## config.mk

```make
export PLATFORM = sky130hd
export DESIGN_NAME = touch_event_queue_with_recovery
export DESIGN_NICKNAME = d
export VERILOG_FILES = /design/src/sv/teq_pkg.sv /design/src/sv/teq_ctrl.sv /design/src/sv/teq_dp.sv /design/src/sv/touch_event_queue_with_recovery.sv
export VERILOG_INCLUDE_DIRS = /design/src /design/src/sv
export SDC_FILE = /design/constraint.sdc
export NUM_CORES = 2
export LEC_CHECK = 0
export ABC_AREA = 1
export BUFFER_PORTS_ARGS = -buffer_cell sky130_fd_sc_hd__buf_2
export CAP_MARGIN = 20
export CORE_MARGIN = 3
export CORE_UTILIZATION = 62
export DETAILED_ROUTE_END_ITERATION = 8
export PLACE_DENSITY_LB_ADDON = 0.1
export SYNTH_ARGS = -nofsm -noshare
export SYNTH_HDL_FRONTEND = slang
export SYNTH_SLANG_ARGS = --single-unit
```

## constraint.sdc

```tcl
create_clock -name clk -period 6.6 [get_ports clk]
set_input_delay 0.33 -clock clk [delete_from_list [all_inputs] [get_ports clk]]
set_output_delay 0.33 -clock clk [all_outputs]
set_load 0.01 [all_outputs]
```

## src/sv/touch_event_queue_with_recovery_assert.svh

```systemverilog
// Assertion macros for the touch event queue.
`ifndef TOUCH_EVENT_QUEUE_WITH_RECOVERY_ASSERT_SVH
`define TOUCH_EVENT_QUEUE_WITH_RECOVERY_ASSERT_SVH
// Implication checked on every clock edge outside reset.
`define TEQ_ASSERT_IMP(lbl, a, c) \
  lbl: assert property (@(posedge clk) disable iff (rst) (a) |-> (c)) else $error("lbl");
// Implication checked with the consequent in the cycle after the antecedent.
`define TEQ_ASSERT_NEXT(lbl, a, c) \
  lbl: assert property (@(posedge clk) disable iff (rst) (a) |=> (c)) else $error("lbl");
`endif

```

## src/sv/teq_pkg.sv

```systemverilog
// ----------------------------------------------------------------------------
// teq_pkg
// Shared types and constants of the touch event queue.
// ----------------------------------------------------------------------------
package teq_pkg;
  localparam int QUEUE_DEPTH_DEF = 16;
  localparam int TIMEOUT_LIMIT_DEF = 3;

  localparam logic [1:0] OP_PUSH = 2'd0;
  localparam logic [1:0] OP_SUPPRESS = 2'd1;
  localparam logic [1:0] OP_READ = 2'd2;

  localparam logic [2:0] ST_OK = 3'd0;
  localparam logic [2:0] ST_TIMEOUT = 3'd1;
  localparam logic [2:0] ST_BADSTATE = 3'd3;
  localparam logic [2:0] ST_NOMEM = 3'd4;
  localparam logic [2:0] ST_OTHER = 3'd5;

  localparam logic [1:0] EV_NONE = 2'd0;
  localparam logic [1:0] EV_MOVE = 2'd2;
  localparam logic [1:0] EV_UP = 2'd3;

  typedef struct packed {
    logic [1:0]  event_code;
    logic        pressed;
    logic        interrupted;
    logic        pos_valid;
    logic [15:0] x;
    logic [15:0] y;
    logic [3:0]  fingers;
  } touch_t;

  typedef enum logic [1:0] {S_IDLE, S_EXEC} state_t;

  typedef struct packed {
    logic load;
    logic exec;
  } cmd_t;
endpackage

```

## src/sv/teq_ctrl.sv

```systemverilog
// ----------------------------------------------------------------------------
// teq_ctrl
// Sequencer: captures an item, lets the datapath execute it, holds a result.
// ----------------------------------------------------------------------------
module teq_ctrl
  import teq_pkg::*;
(
  input  logic clk,
  input  logic rst,
  input  logic in_valid,
  output logic in_ready,
  input  logic is_read,
  output logic out_valid,
  input  logic out_ready,
  output cmd_t cmd
);
  state_t state, state_next;
  logic out_pend, out_pend_next;

  always_ff @(posedge clk) begin
    if (rst) begin
      state <= S_IDLE;
      out_pend <= 1'b0;
    end else begin
      state <= state_next;
      out_pend <= out_pend_next;
    end
  end

  assign out_valid = out_pend;

  always_comb begin
    state_next = state;
    out_pend_next = out_pend && !out_ready;
    in_ready = 1'b0;
    cmd = '0;
    unique case (state)
      S_IDLE: begin
        in_ready = !out_pend || out_ready;
        if (in_valid && (!out_pend || out_ready)) begin
          cmd.load = 1'b1;
          state_next = S_EXEC;
        end
      end
      S_EXEC: begin
        cmd.exec = 1'b1;
        state_next = S_IDLE;
        if (is_read) out_pend_next = 1'b1;
      end
      default: state_next = S_IDLE;
    endcase
  end

  `include "touch_event_queue_with_recovery_assert.svh"
  `TEQ_ASSERT_IMP(a_no_load_while_full, out_valid && !out_ready, !cmd.load)
  `TEQ_ASSERT_NEXT(a_load_exec, cmd.load, cmd.exec)
  `TEQ_ASSERT_NEXT(a_out_hold, out_valid && !out_ready, out_valid)
endmodule

```

## src/sv/teq_dp.sv

```systemverilog
// ----------------------------------------------------------------------------
// teq_dp
// Datapath: event ring, flags, status and result register.
// ----------------------------------------------------------------------------
module teq_dp
  import teq_pkg::*;
#(
  parameter int QUEUE_DEPTH = QUEUE_DEPTH_DEF,
  parameter int TIMEOUT_LIMIT = TIMEOUT_LIMIT_DEF
) (
  input  logic        clk,
  input  logic        rst,
  input  cmd_t        cmd,
  output logic        is_read,
  input  logic [1:0]  opcode,
  input  logic [2:0]  in_error,
  input  touch_t      in_touch,
  input  logic [31:0] in_time,
  output logic [2:0]  res_status,
  output touch_t      res_touch,
  output logic [31:0] res_time
);
  localparam int IW = (QUEUE_DEPTH > 1) ? $clog2(QUEUE_DEPTH) : 1;
  localparam int CW = $clog2(QUEUE_DEPTH + 1);
  localparam logic [2:0] TL = 3'(TIMEOUT_LIMIT);

  touch_t      qt [QUEUE_DEPTH];
  logic [31:0] qtm [QUEUE_DEPTH];

  logic [1:0]  op;
  logic [2:0]  err;
  touch_t      s_in;
  logic [31:0] t_in;
  touch_t      tail_rd, head_rd;
  logic [31:0] head_tm;

  logic [IW-1:0] head_index, head_index_next;
  logic [CW-1:0] entry_count, entry_count_next;
  logic [31:0] lost_total, lost_total_next, latest_time, latest_time_next;
  touch_t latest_touch, latest_touch_next;
  logic [2:0] last_status, last_status_next, timeout_run, timeout_run_next;
  logic [31:0] suppress_time, suppress_time_next;
  logic f_wait, f_sv, f_ovf, f_rv, f_rp, f_int, f_sup, f_rec, f_to;
  logic n_wait, n_sv, n_ovf, n_rv, n_rp, n_int, n_sup, n_rec, n_to;
  logic wr_en;
  logic [IW-1:0] wr_addr;
  touch_t wr_touch;
  logic [2:0] st_next;
  touch_t o_next;
  logic [31:0] ot_next;
  logic [IW-1:0] tail_addr, app_addr;

  assign is_read = (op == OP_READ);

  function automatic logic [IW-1:0] wrap(input logic [CW:0] v);
    logic [CW:0] r;
    r = v;
    if (r >= (CW+1)'(QUEUE_DEPTH)) r = r - (CW+1)'(QUEUE_DEPTH);
    return r[IW-1:0];
  endfunction

  function automatic logic [31:0] sat_add(input logic [31:0] a, input logic [CW:0] b);
    logic [32:0] s;
    s = {1'b0, a} + 33'(b);
    return s[32] ? 32'hFFFF_FFFF : s[31:0];
  endfunction

  assign tail_addr = wrap((CW+1)'(head_index) + (CW+1)'(entry_count) - (CW+1)'(1));
  assign app_addr = wrap((CW+1)'(head_index) + (CW+1)'(entry_count));

  always_ff @(posedge clk) begin
    if (cmd.load) begin
      op <= opcode;
      err <= (in_error > ST_OTHER) ? ST_OTHER : in_error;
      s_in <= in_touch;
      t_in <= in_time;
    end
  end

  always_ff @(posedge clk) begin
    if (wr_en) begin
      qt[wr_addr] <= wr_touch;
      qtm[wr_addr] <= t_in;
    end
    tail_rd <= qt[wrap((CW+1)'(head_index) + (CW+1)'(entry_count) - (CW+1)'(1))];
    head_rd <= qt[head_index];
    head_tm <= qtm[head_index];
  end

  always_comb begin
    logic mask, bgn;
    touch_t s;
    head_index_next = head_index;
    entry_count_next = entry_count;
    lost_total_next = lost_total;
    latest_time_next = latest_time;
    latest_touch_next = latest_touch;
    last_status_next = last_status;
    timeout_run_next = timeout_run;
    suppress_time_next = suppress_time;
    {n_wait, n_sv, n_ovf, n_rv, n_rp, n_int, n_sup, n_rec, n_to} =
      {f_wait, f_sv, f_ovf, f_rv, f_rp, f_int, f_sup, f_rec, f_to};
    wr_en = 1'b0;
    wr_addr = app_addr;
    s = s_in;
    wr_touch = s;
    st_next = ST_OK;
    o_next = '0;
    ot_next = '0;
    mask = 1'b0;
    bgn = 1'b0;
    if (cmd.exec) begin
      if ((op == OP_PUSH || op == OP_SUPPRESS) && err != ST_OK) begin
        mask = (err == ST_TIMEOUT) && (timeout_run < TL);
        lost_total_next = sat_add(lost_total, (CW+1)'(entry_count));
        head_index_next = '0;
        entry_count_next = '0;
        n_sv = 1'b0;
        last_status_next = err;
        if (mask) begin
          timeout_run_next = timeout_run + 3'd1;
          bgn = !f_rec && f_rv && f_rp;
          if (bgn) begin
            n_rec = 1'b1;
            n_int = 1'b1;
          end
          n_wait = !n_rec;
        end else begin
          timeout_run_next = (err == ST_TIMEOUT) ? TL + 3'd1 : 3'd0;
          if (err == ST_TIMEOUT) n_to = 1'b1;
          n_wait = 1'b1;
        end
        latest_touch_next = '0;
        latest_touch_next.pressed = n_rec;
        if (!mask) begin
          n_rv = 1'b0;
          n_rp = 1'b0;
          n_int = 1'b0;
          n_rec = 1'b0;
        end
      end else if (op == OP_PUSH) begin
        n_sv = 1'b1;
        last_status_next = ST_OK;
        timeout_run_next = '0;
        if (f_rec) begin
          s.interrupted = 1'b0;
          s.event_code = s.pressed ? EV_MOVE : EV_UP;
          if (!s.pressed) begin
            s.pos_valid = 1'b0;
            s.x = '0;
            s.y = '0;
            s.fingers = '0;
          end
          n_rec = 1'b0;
          n_wait = 1'b0;
        end
        wr_touch = s;
        if (n_wait) begin
          latest_touch_next = '0;
          latest_time_next = t_in;
          if (!s.pressed) n_wait = 1'b0;
        end else begin
          latest_touch_next = s;
          latest_time_next = t_in;
          if (s.event_code == EV_NONE) begin
          end else if (s.event_code == EV_MOVE && entry_count != '0
                       && tail_rd.event_code == EV_MOVE) begin
            wr_en = 1'b1;
            wr_addr = tail_addr;
          end else if (entry_count >= CW'(QUEUE_DEPTH)) begin
            lost_total_next = sat_add(lost_total, (CW+1)'(entry_count) + (CW+1)'(1));
            head_index_next = '0;
            entry_count_next = '0;
            n_ovf = 1'b1;
            n_wait = 1'b1;
            latest_touch_next = '0;
          end else begin
            wr_en = 1'b1;
            entry_count_next = entry_count + CW'(1);
          end
        end
      end else if (op == OP_SUPPRESS) begin
        lost_total_next = sat_add(lost_total, (CW+1)'(entry_count));
        head_index_next = '0;
        entry_count_next = '0;
        if (!f_sup && f_rv && f_rp) begin
          n_sup = 1'b1;
          suppress_time_next = t_in;
        end
        n_sv = 1'b1;
        last_status_next = ST_OK;
        latest_touch_next = '0;
        latest_time_next = t_in;
        n_wait = s.pressed;
        n_rec = 1'b0;
        n_int = 1'b0;
        n_rv = 1'b0;
        n_rp = 1'b0;
        timeout_run_next = '0;
      end else if (op == OP_READ) begin
        if (f_to) begin
          n_to = 1'b0;
          n_rv = 1'b0;
          n_rp = 1'b0;
          st_next = ST_TIMEOUT;
        end else if (f_int) begin
          ot_next = latest_time;
          o_next.pressed = 1'b1;
          o_next.interrupted = 1'b1;
          n_int = 1'b0;
          n_rv = 1'b1;
          n_rp = 1'b1;
        end else if (last_status != ST_OK || !f_sv) begin
          if (last_status == ST_TIMEOUT && timeout_run != '0 && timeout_run <= TL) begin
            ot_next = latest_time;
            o_next.pressed = latest_touch.pressed;
            n_rv = 1'b1;
            n_rp = latest_touch.pressed;
          end else begin
            n_rv = 1'b0;
            n_rp = 1'b0;
            st_next = (last_status != ST_OK) ? last_status : ST_BADSTATE;
          end
        end else if (f_ovf) begin
          n_ovf = 1'b0;
          n_rv = 1'b0;
          n_rp = 1'b0;
          st_next = ST_NOMEM;
        end else if (f_sup) begin
          ot_next = suppress_time;
          o_next.interrupted = 1'b1;
          n_sup = 1'b0;
          n_rp = 1'b0;
          n_rv = 1'b1;
        end else begin
          if (entry_count != '0) begin
            o_next = head_rd;
            ot_next = head_tm;
            head_index_next = wrap((CW+1)'(head_index) + (CW+1)'(1));
            entry_count_next = entry_count - CW'(1);
          end else begin
            o_next = latest_touch;
            o_next.event_code = EV_NONE;
            ot_next = latest_time;
          end
          n_rv = 1'b1;
          n_rp = o_next.pressed;
        end
      end
    end
  end

  always_ff @(posedge clk) begin
    if (rst) begin
      head_index <= '0;
      entry_count <= '0;
      lost_total <= '0;
      latest_time <= '0;
      latest_touch <= '0;
      last_status <= ST_BADSTATE;
      suppress_time <= '0;
      timeout_run <= '0;
      {f_wait, f_sv, f_ovf, f_rv, f_rp, f_int, f_sup, f_rec, f_to} <= 9'b1_0000_0000;
    end else begin
      head_index <= head_index_next;
      entry_count <= entry_count_next;
      lost_total <= lost_total_next;
      latest_time <= latest_time_next;
      latest_touch <= latest_touch_next;
      last_status <= last_status_next;
      suppress_time <= suppress_time_next;
      timeout_run <= timeout_run_next;
      {f_wait, f_sv, f_ovf, f_rv, f_rp, f_int, f_sup, f_rec, f_to} <=
        {n_wait, n_sv, n_ovf, n_rv, n_rp, n_int, n_sup, n_rec, n_to};
    end
  end

  always_ff @(posedge clk) begin
    if (cmd.exec && is_read) begin
      res_status <= st_next;
      res_touch <= o_next;
      res_time <= ot_next;
    end
  end

  `include "touch_event_queue_with_recovery_assert.svh"
  `TEQ_ASSERT_IMP(a_count_range, 1'b1, entry_count <= CW'(QUEUE_DEPTH))
  `TEQ_ASSERT_IMP(a_run_range, 1'b1, timeout_run <= TL + 3'd1)
  `TEQ_ASSERT_NEXT(a_lost_mono, 1'b1, lost_total >= $past(lost_total))
endmodule

```

## src/sv/touch_event_queue_with_recovery.sv

```systemverilog
// An item is captured and then executed in the cycle after; a read result
// is valid from the clock edge that ends execution and is held until taken.
// The capture and execute steps of the sequencer mean no new item is taken while one
// executes; a result still waiting to be taken holds the input back.
// Reset: synchronous; queue empty, status invalid state, release guard set.
// ----------------------------------------------------------------------------
// touch_event_queue_with_recovery
// Top level of the queued touch event buffer with error recovery.
// ----------------------------------------------------------------------------
module touch_event_queue_with_recovery
  import teq_pkg::*;
#(
  parameter int QUEUE_DEPTH = QUEUE_DEPTH_DEF,
  parameter int TIMEOUT_LIMIT = TIMEOUT_LIMIT_DEF
) (
  input  logic        clk,
  input  logic        rst,
  input  logic        in_valid,
  output logic        in_ready,
  input  logic [1:0]  opcode,
  input  logic [2:0]  in_error,
  input  logic [1:0]  sample_event,
  input  logic        sample_pressed,
  input  logic        sample_interrupted,
  input  logic        sample_pos_valid,
  input  logic [15:0] sample_x,
  input  logic [15:0] sample_y,
  input  logic [3:0]  sample_fingers,
  input  logic [31:0] sample_time,
  output logic        out_valid,
  input  logic        out_ready,
  output logic [2:0]  status,
  output logic [1:0]  out_event,
  output logic        out_pressed,
  output logic        out_interrupted,
  output logic        out_pos_valid,
  output logic [15:0] out_x,
  output logic [15:0] out_y,
  output logic [3:0]  out_fingers,
  output logic [31:0] out_time
);
  cmd_t cmd;
  logic is_read;
  touch_t in_touch, res_touch;

  assign in_touch = '{event_code: sample_event, pressed: sample_pressed,
                      interrupted: sample_interrupted, pos_valid: sample_pos_valid,
                      x: sample_x, y: sample_y, fingers: sample_fingers};

  teq_ctrl u_ctrl (
    .clk(clk), .rst(rst), .in_valid(in_valid), .in_ready(in_ready),
    .is_read(is_read), .out_valid(out_valid), .out_ready(out_ready), .cmd(cmd)
  );

  teq_dp #(.QUEUE_DEPTH(QUEUE_DEPTH), .TIMEOUT_LIMIT(TIMEOUT_LIMIT)) u_dp (
    .clk(clk), .rst(rst), .cmd(cmd), .is_read(is_read), .opcode(opcode),
    .in_error(in_error), .in_touch(in_touch), .in_time(sample_time),
    .res_status(status), .res_touch(res_touch), .res_time(out_time)
  );

  assign out_event = res_touch.event_code;
  assign out_pressed = res_touch.pressed;
  assign out_interrupted = res_touch.interrupted;
  assign out_pos_valid = res_touch.pos_valid;
  assign out_x = res_touch.x;
  assign out_y = res_touch.y;
  assign out_fingers = res_touch.fingers;
endmodule

```

======== After elaboration in Yosys (flattened, before gate mapping) ========
Memories as Yosys holds them, arrays and structs flattened. A register that Yosys moved wholly into a read port is not among the register bits.
Index checks and enable logic that the tools add are counted.
cells by class
  equality and inequality tests ........... 34
  bitwise operators ....................... 6
  mux-type cells .......................... 172
  reduce and logical (&&, ||, !) cells .... 53
  magnitude comparators ................... 7
  add/sub/neg operators ................... 9
operators by type and width
  operator                                                                              count
  39-bit two-way mux                                                                    9
  32-bit two-way mux                                                                    8
  41-bit two-way mux                                                                    3
  1-bit two-way mux                                                                     96
  4-bit two-way mux                                                                     23
  38-bit two-way mux                                                                    2
  37-bit two-way mux                                                                    2
  5-bit two-way mux                                                                     14
  3-bit two-way mux                                                                     10
  2-bit inequality test (second input constant)                                         13
  11-bit AND reduction                                                                  2
  3-bit inequality test (second input constant)                                         6
  4-bit inequality test (second input constant)                                         4
  3-bit nonzero test                                                                    5
  1-bit logical AND                                                                     13
  6-bit by 5-bit greater-or-equal comparator with 1-bit output (second input constant)  2
  12-bit AND reduction                                                                  1
  4-bit by 1-bit subtractor with 4-bit output (second input constant)                   3
  11-bit OR reduction                                                                   1
  5-bit greater-or-equal comparator (second input constant)                             2
  2-bit two-way mux                                                                     5
  5-bit AND reduction                                                                   2
  10-bit OR reduction                                                                   1
  9-bit AND reduction                                                                   1
  29 further kinds                                                                      53
word-level totals
  memories kept ........................... 2
  bits in writable memories ............... 1168
  input bits .............................. 82
  logic and storage cells ................. 326
  output and inout bits ................... 78
  register bits after elaboration ......... 283
memory list
  memory    depth  bits a word  rd ports  clocked after memory_dff  write ports  line          text
  u_dp.qt   16     41           2         2                         1            teq_dp.sv:27  touch_t qt [QUEUE_DEPTH];
  u_dp.qtm  16     32           1         1                         1            teq_dp.sv:28  logic [31:0] qtm [QUEUE_DEPTH];

======== Longest topological paths before layout ========
  depth after elaboration ................. 16
  gate-level depth with buffers ........... 14
  mapped depth without buffers ............ 13

======== By module ========
Synthesis repeated with hierarchy kept, for this count alone.
unflattened totals
  cell total of the unflattened synthesis .. 4621
  area, all modules ....................... 60840.9 um^2
modules (own cells, without submodules)
  module    cells each  area an instance (um^2)  sequential area each (um^2)  times used
  teq_dp    4609        60758.3                  43742.0                      1
  teq_ctrl  12          82.6                     40.0                         1

======== Least setup slack after synthesis ========
Ideal clock, no wire load.
  path kind ............................... reg2reg
  start ................................... register u_dp.head_index[0]
  end ..................................... memory u_dp.qt[14][0] (netlist name), enable pin
  arrival time ............................ 5195 ps
  setup slack ............................. 900 ps
  stages on the path, launching flop included .. 11
  required time ........................... 6095 ps
  cells stage by stage .................... dfxtp_1 ha_1 inv_1 buf_2 clkbuf_1 ha_1 xor2_1 nand2_1 nand2_2 nand3_1 nor2_1
between the ends
  longest elaborated chain between the ends .. 10
  elaborated cells on any way between the ends .. 14
  classes of those cells .................. 4 x add/sub; 2 x order compare; 8 x mux
RTL lines
  what                                                                                                                         line                        text
  start, declared                                                                                                              teq_dp.sv:37                logic [IW-1:0] head_index, head_index_next;
  start signal, assigned                                                                                                       teq_dp.sv:265               head_index <= head_index_next;
  4-bit by 5-bit adder with 6-bit output *                                                                                     teq_dp.sv:68, teq_dp.sv:69
  6-bit by 1-bit subtractor with 6-bit output                                                                                  teq_dp.sv:68                assign tail_addr = wrap((CW+1)'(head_index) + (CW+1)'(entry_count) - (CW+1)'(1));
  6-bit by 5-bit greater-or-equal comparator with 1-bit output or 4-bit by 1-bit subtractor with 4-bit output (tied branches)  teq_dp.sv:58                if (r >= (CW+1)'(QUEUE_DEPTH)) r = r - (CW+1)'(QUEUE_DEPTH);
  4-bit two-way mux                                                                                                            teq_dp.sv:58
  4-bit two-way mux                                                                                                            teq_dp.sv:166               end else if (s.event_code == EV_MOVE && entry_count != '0
  4-bit two-way mux                                                                                                            teq_dp.sv:165               if (s.event_code == EV_NONE) begin
  4-bit two-way mux                                                                                                            teq_dp.sv:158               if (n_wait) begin
  4-bit two-way mux                                                                                                            teq_dp.sv:141               end else if (op == OP_PUSH) begin
  4-bit two-way mux                                                                                                            teq_dp.sv:113               if ((op == OP_PUSH || op == OP_SUPPRESS) && err != ST_OK) begin
  4-bit two-way mux *                                                                                                          teq_dp.sv:112               if (cmd.exec) begin
  end, declared                                                                                                                teq_dp.sv:27
Every way passes the cells marked *; elsewhere a longest branch is shown, timed or not.

======== Worst setup path in the final report ========
  start ................................... register u_dp.head_index[0]
  end ..................................... memory u_dp.qtm[15][13], enable pin
between the ends
  longest elaborated chain between the ends .. 10
  elaborated cells on any way between the ends .. 14
  classes of those cells .................. 4 x add/sub; 2 x order compare; 8 x mux
RTL lines
  what                                                                                                                         line
  4-bit by 5-bit adder with 6-bit output *                                                                                     teq_dp.sv:68, teq_dp.sv:69
  6-bit by 1-bit subtractor with 6-bit output                                                                                  teq_dp.sv:68
  6-bit by 5-bit greater-or-equal comparator with 1-bit output or 4-bit by 1-bit subtractor with 4-bit output (tied branches)  teq_dp.sv:58
  4-bit two-way mux                                                                                                            teq_dp.sv:58
  4-bit two-way mux                                                                                                            teq_dp.sv:166
  4-bit two-way mux                                                                                                            teq_dp.sv:165
  4-bit two-way mux                                                                                                            teq_dp.sv:158
  4-bit two-way mux                                                                                                            teq_dp.sv:141
  4-bit two-way mux                                                                                                            teq_dp.sv:113
  4-bit two-way mux *                                                                                                          teq_dp.sv:112
  end, declared                                                                                                                teq_dp.sv:28
Marks and branches as above.

==> impl_metrics.py <==
metrics = {
    "outcome": {
        "status": "finished, final reports clean",
    },
    "sta": {
        "finalCriticalPeriod_ps": 4960,
        "finalWorstSetupSlack_ps": 1640,
        "setup_viol": 0,
        "finalMaxSlewViolations": 0,
        "rsz0062_at_grt": "no",
        "finClkSkew_ps": 24.2,
        "post-route-period-util": 0.752,
        "tightest_slew_ps": 1180,
        "setup_tns_ps": 0,
        "finalHoldViolCount": 0,
        "hold_ws_ps": 112,
        "slew_headroom": 0.210,
        "timing.fmax_mhz": 201,
    },
    "power_and_ir_drop": {
        "powerDensity_nw_per_um2": 292,
        "power_leakage_nw": 22.2,
        "ir_drop_v": 0.000196,
    },
    "routing": {
        "avgViaCountPerCell": 6.35,
        "drtIter0Drc": 5307,
        "first_pass_iters": 6,
        "drc_errors": 0,
        "vias": 39391,
        "ant_nets": 0,
        "post_drt_wl_per_cell_um": 24.5,
        "routed_wl_um": 152000,
    },
    "placed_design": {
        "gp_congestion": 0.868,
        "pre_cts_ws_ps": 1560,
        "hpwl_um": 79900,
        "io_buffer_count": 159,
        "dpl.cell_count": 5835,
        "dpl_cell_area_um2": 61100,
    },
    "synth": {
        "ys_warn_count": 0,
        "synth_top_cell_area_share": 0.671,
        "postSynth.asyncResetShare": 0,
        "yosysTopAreaCell": "edfxtp_1",
        "ys_seq_area_frac": 0.740,
        "synth.top_cells.by_area": "edfxtp_1, dfxtp_1, o21ai_0",
        "synth-main-ff-cell": "edfxtp_1",
        "synth.avg_cell_area_um2": 12.6,
        "synthesis.instances": 4684,
        "synth_most_common_cell": "edfxtp_1",
        "syn_nets": 4782,
        "synthTopCellsByCount": "edfxtp_1, o21ai_0, nor2_1, nand2_1, a21oi_1",
        "syn_area_um2": 59200,
        "synth_seq_cells": 1526,
        "synth-edff-count": 1322,
        "ys_types": 45,
    },
    "cts": {
        "cts_made_buffers": 149,
        "postCtsSetupBuffers": 0,
        "path_clk_slew_ps": 60,
        "clkSinkCount": 1526,
        "clk_path_buf_depth": 3,
        "cts-root-buf": "clkbuf_16",
        "cts_resized": 0,
        "insertion_delay_ps": 750,
        "cts_tree": "yes",
        "cts_max_level": 4,
    },
    "global_route": {
        "grt_pass1_vias": 37400,
        "grt_use_total": 0.305,
        "grt_max_degree": 230,
        "grt_pass1_wl_um": 228000,
        "antenna_found_initial": 0,
        "overflow": 0,
    },
    "min_path": {
        "hold-path-endpoint": "u_dp.f_sv",
        "hp-class": "in -> reg",
        "hold_start": "rst",
        "whs_path_depth": 3,
    },
    "cells_and_area": {
        "drive_gt1_frac": 0.106,
        "multi_input_area_um2": 13500,
        "final_nets": 4919,
        "antenna_cells": 0,
        "fin_area_um2": 66600,
        "final-seq-area_um2": 43800,
        "nFillCells": 6304,
        "area_growth_pct": 12.6,
        "final_cell_count_no_fill": 6202,
    },
    "critical_path": {
        "cp_data_required_time_ps": 7020,
        "r2r_start": "u_dp.head_index[0]",
        "end_kind": "register",
        "r2r_slack_ps": 1640,
        "r2r_end": "u_dp.qtm[15][13]",
        "worstPathArrival_ps": 5390,
        "start_kind": "register",
        "rr_worst_depth": 9,
        "path_class": "reg -> reg",
        "path_max_fanout": 83,
    },
    "floorplan": {
        "die_x_um": 315,
        "rows": 112,
        "ios": 160,
        "start_util": 0.629,
        "die_area_um2": 99200,
        "dieHeight_um": 315,
        "core_um2": 94000,
    },
    "flow_run": {
        "drv_cap": 0,
    },
}
==> cell type report <==
class                   count  share of cell area
flip-flops and latches   1526               0.657
multi-input cells        2645               0.203
clock buffers             211              0.0628
repair buffers            314              0.0354
well taps                1254              0.0235
inverters                 185              0.0108
clock inverters            67             0.00736
==> metal layers <==
metal / wire [um] / track usage
met5: 0 / 0
met2: 69600 / 0.465
met1: 62500 / 0.455
met4: 4240 / 0.0987
met3: 15400 / 0.0507
==> power by group <==
part | total [mW] | internal (mW) | leakage, nW | switching [mW]
clock network | 8.11 | 4.60 | 2.30 | 3.51
registers | 10.7 | 10.6 | 13.6 | 0.103
logic | 0.667 | 0.189 | 6.25 | 0.478
==> how the worst max path moves through the flow <==
| stage | depth (start not counted) | slack (ps) | to | startpoint |
|---|---|---|---|---|
| finish | 9 | 1640 | u_dp.qtm[15][13] | u_dp.head_index[0] |
| CTS | 9 | 1560 | u_dp.qt[14][23] | u_dp.head_index[0] |
| global route | 9 | 1230 | u_dp.qtm[15][19] | u_dp.head_index[0] |
| global placement | 9 | 1740 | u_dp.qt[14][10] | u_dp.head_index[0] |
| detailed placement | 9 | 1560 | u_dp.qt[14][21] | u_dp.head_index[0] |
| floorplan | 10 | 900 | u_dp.qt[14][0] | u_dp.head_index[0] |
==> placed cells by master (no fill, tap or decap), types with 3 or more instances in the layout <==
| cell | instances |
|---|---|
| nor2_2 | 6 |
| clkinv_1 | 20 |
| nand2_4 | 4 |
| inv_6 | 6 |
| o21ai_0 | 712 |
| o221ai_1 | 207 |
| inv_4 | 3 |
| buf_12 | 15 |
| nor3_1 | 10 |
| inv_1 | 165 |
| bufinv_16 | 4 |
| ha_1 | 15 |
| clkinvlp_4 | 3 |
| buf_4 | 56 |
| clkbuf_8 | 14 |
| nand2_2 | 13 |
| clkbuf_1 | 44 |
| nor2_4 | 20 |
| o22ai_1 | 83 |
| clkinv_2 | 30 |
| a31oi_1 | 3 |
| o211ai_1 | 87 |
| nand2_1 | 360 |
| a21oi_1 | 242 |
| clkinv_8 | 4 |
| nand4_1 | 42 |
| inv_2 | 13 |
| buf_6 | 3 |
| dfxtp_4 | 4 |
| clkbuf_16 | 153 |
| nand3_2 | 5 |
| dlygate4sd3_1 | 81 |
| nor2_1 | 669 |
| dfxtp_1 | 199 |
| nand3_1 | 113 |
| edfxtp_1 | 1322 |
| buf_2 | 159 |
| o21ai_1 | 33 |
==> cell families after synthesis <==
family / after synthesis / synth area share
muxes: 1 / 0.000169
DFF: 1526 / 0.740
adders and majority gates: 16 / 0.00351
buffers and inverters: 513 / 0.0348
and+or+nand+nor: 1251 / 0.0863
AOI/OAI and AO/OA: 1374 / 0.135
xor gates and xnor gates: 3 / 0.000444
==> metrics by stage <==
stage	util	total power, mW
2_1_floorplan	-	11.2
3_3_place_gp	0.649	11.5
3_5_place_dp	0.649	11.5
4_1_cts	0.708	19.5
5_1_grt	0.709	20.0
6_report	0.709	19.4
==> state kept, by name, indices dropped and copies added (netlist names), 3 cells and up <==
signal              cells
u_dp.suppress_time     32
u_dp.qt               656
u_dp.timeout_run        3
u_dp.latest_touch      39
u_dp.qtm              512
u_dp.head_tm           32
u_dp.res_touch         41
u_dp.res_time          32
u_dp.t_in              32
u_dp.latest_time       32
u_dp.head_rd           41
u_dp.err                3
u_dp.s_in              41
u_dp.last_status        3
u_dp.res_status         3
u_dp.head_index         4
u_dp.entry_count        5
==> worst max-delay path, cell delays in order (launching register included) <==
cell     delay, ps
dfxtp_4        940
ha_1           460
inv_1          550
ha_1           290
xor2_1         470
nand2_1        130
nand2_2        120
nand3_1        330
nor2_4         890
buf_4          430
==> repair_timing <==
action                                  4_1_cts  5_1_grt
endpoints found under the hold margin        80        0
hold buffers                                 81        0
endpoints found under the setup margin        0        0
Power figures use the tool's default switching activity.
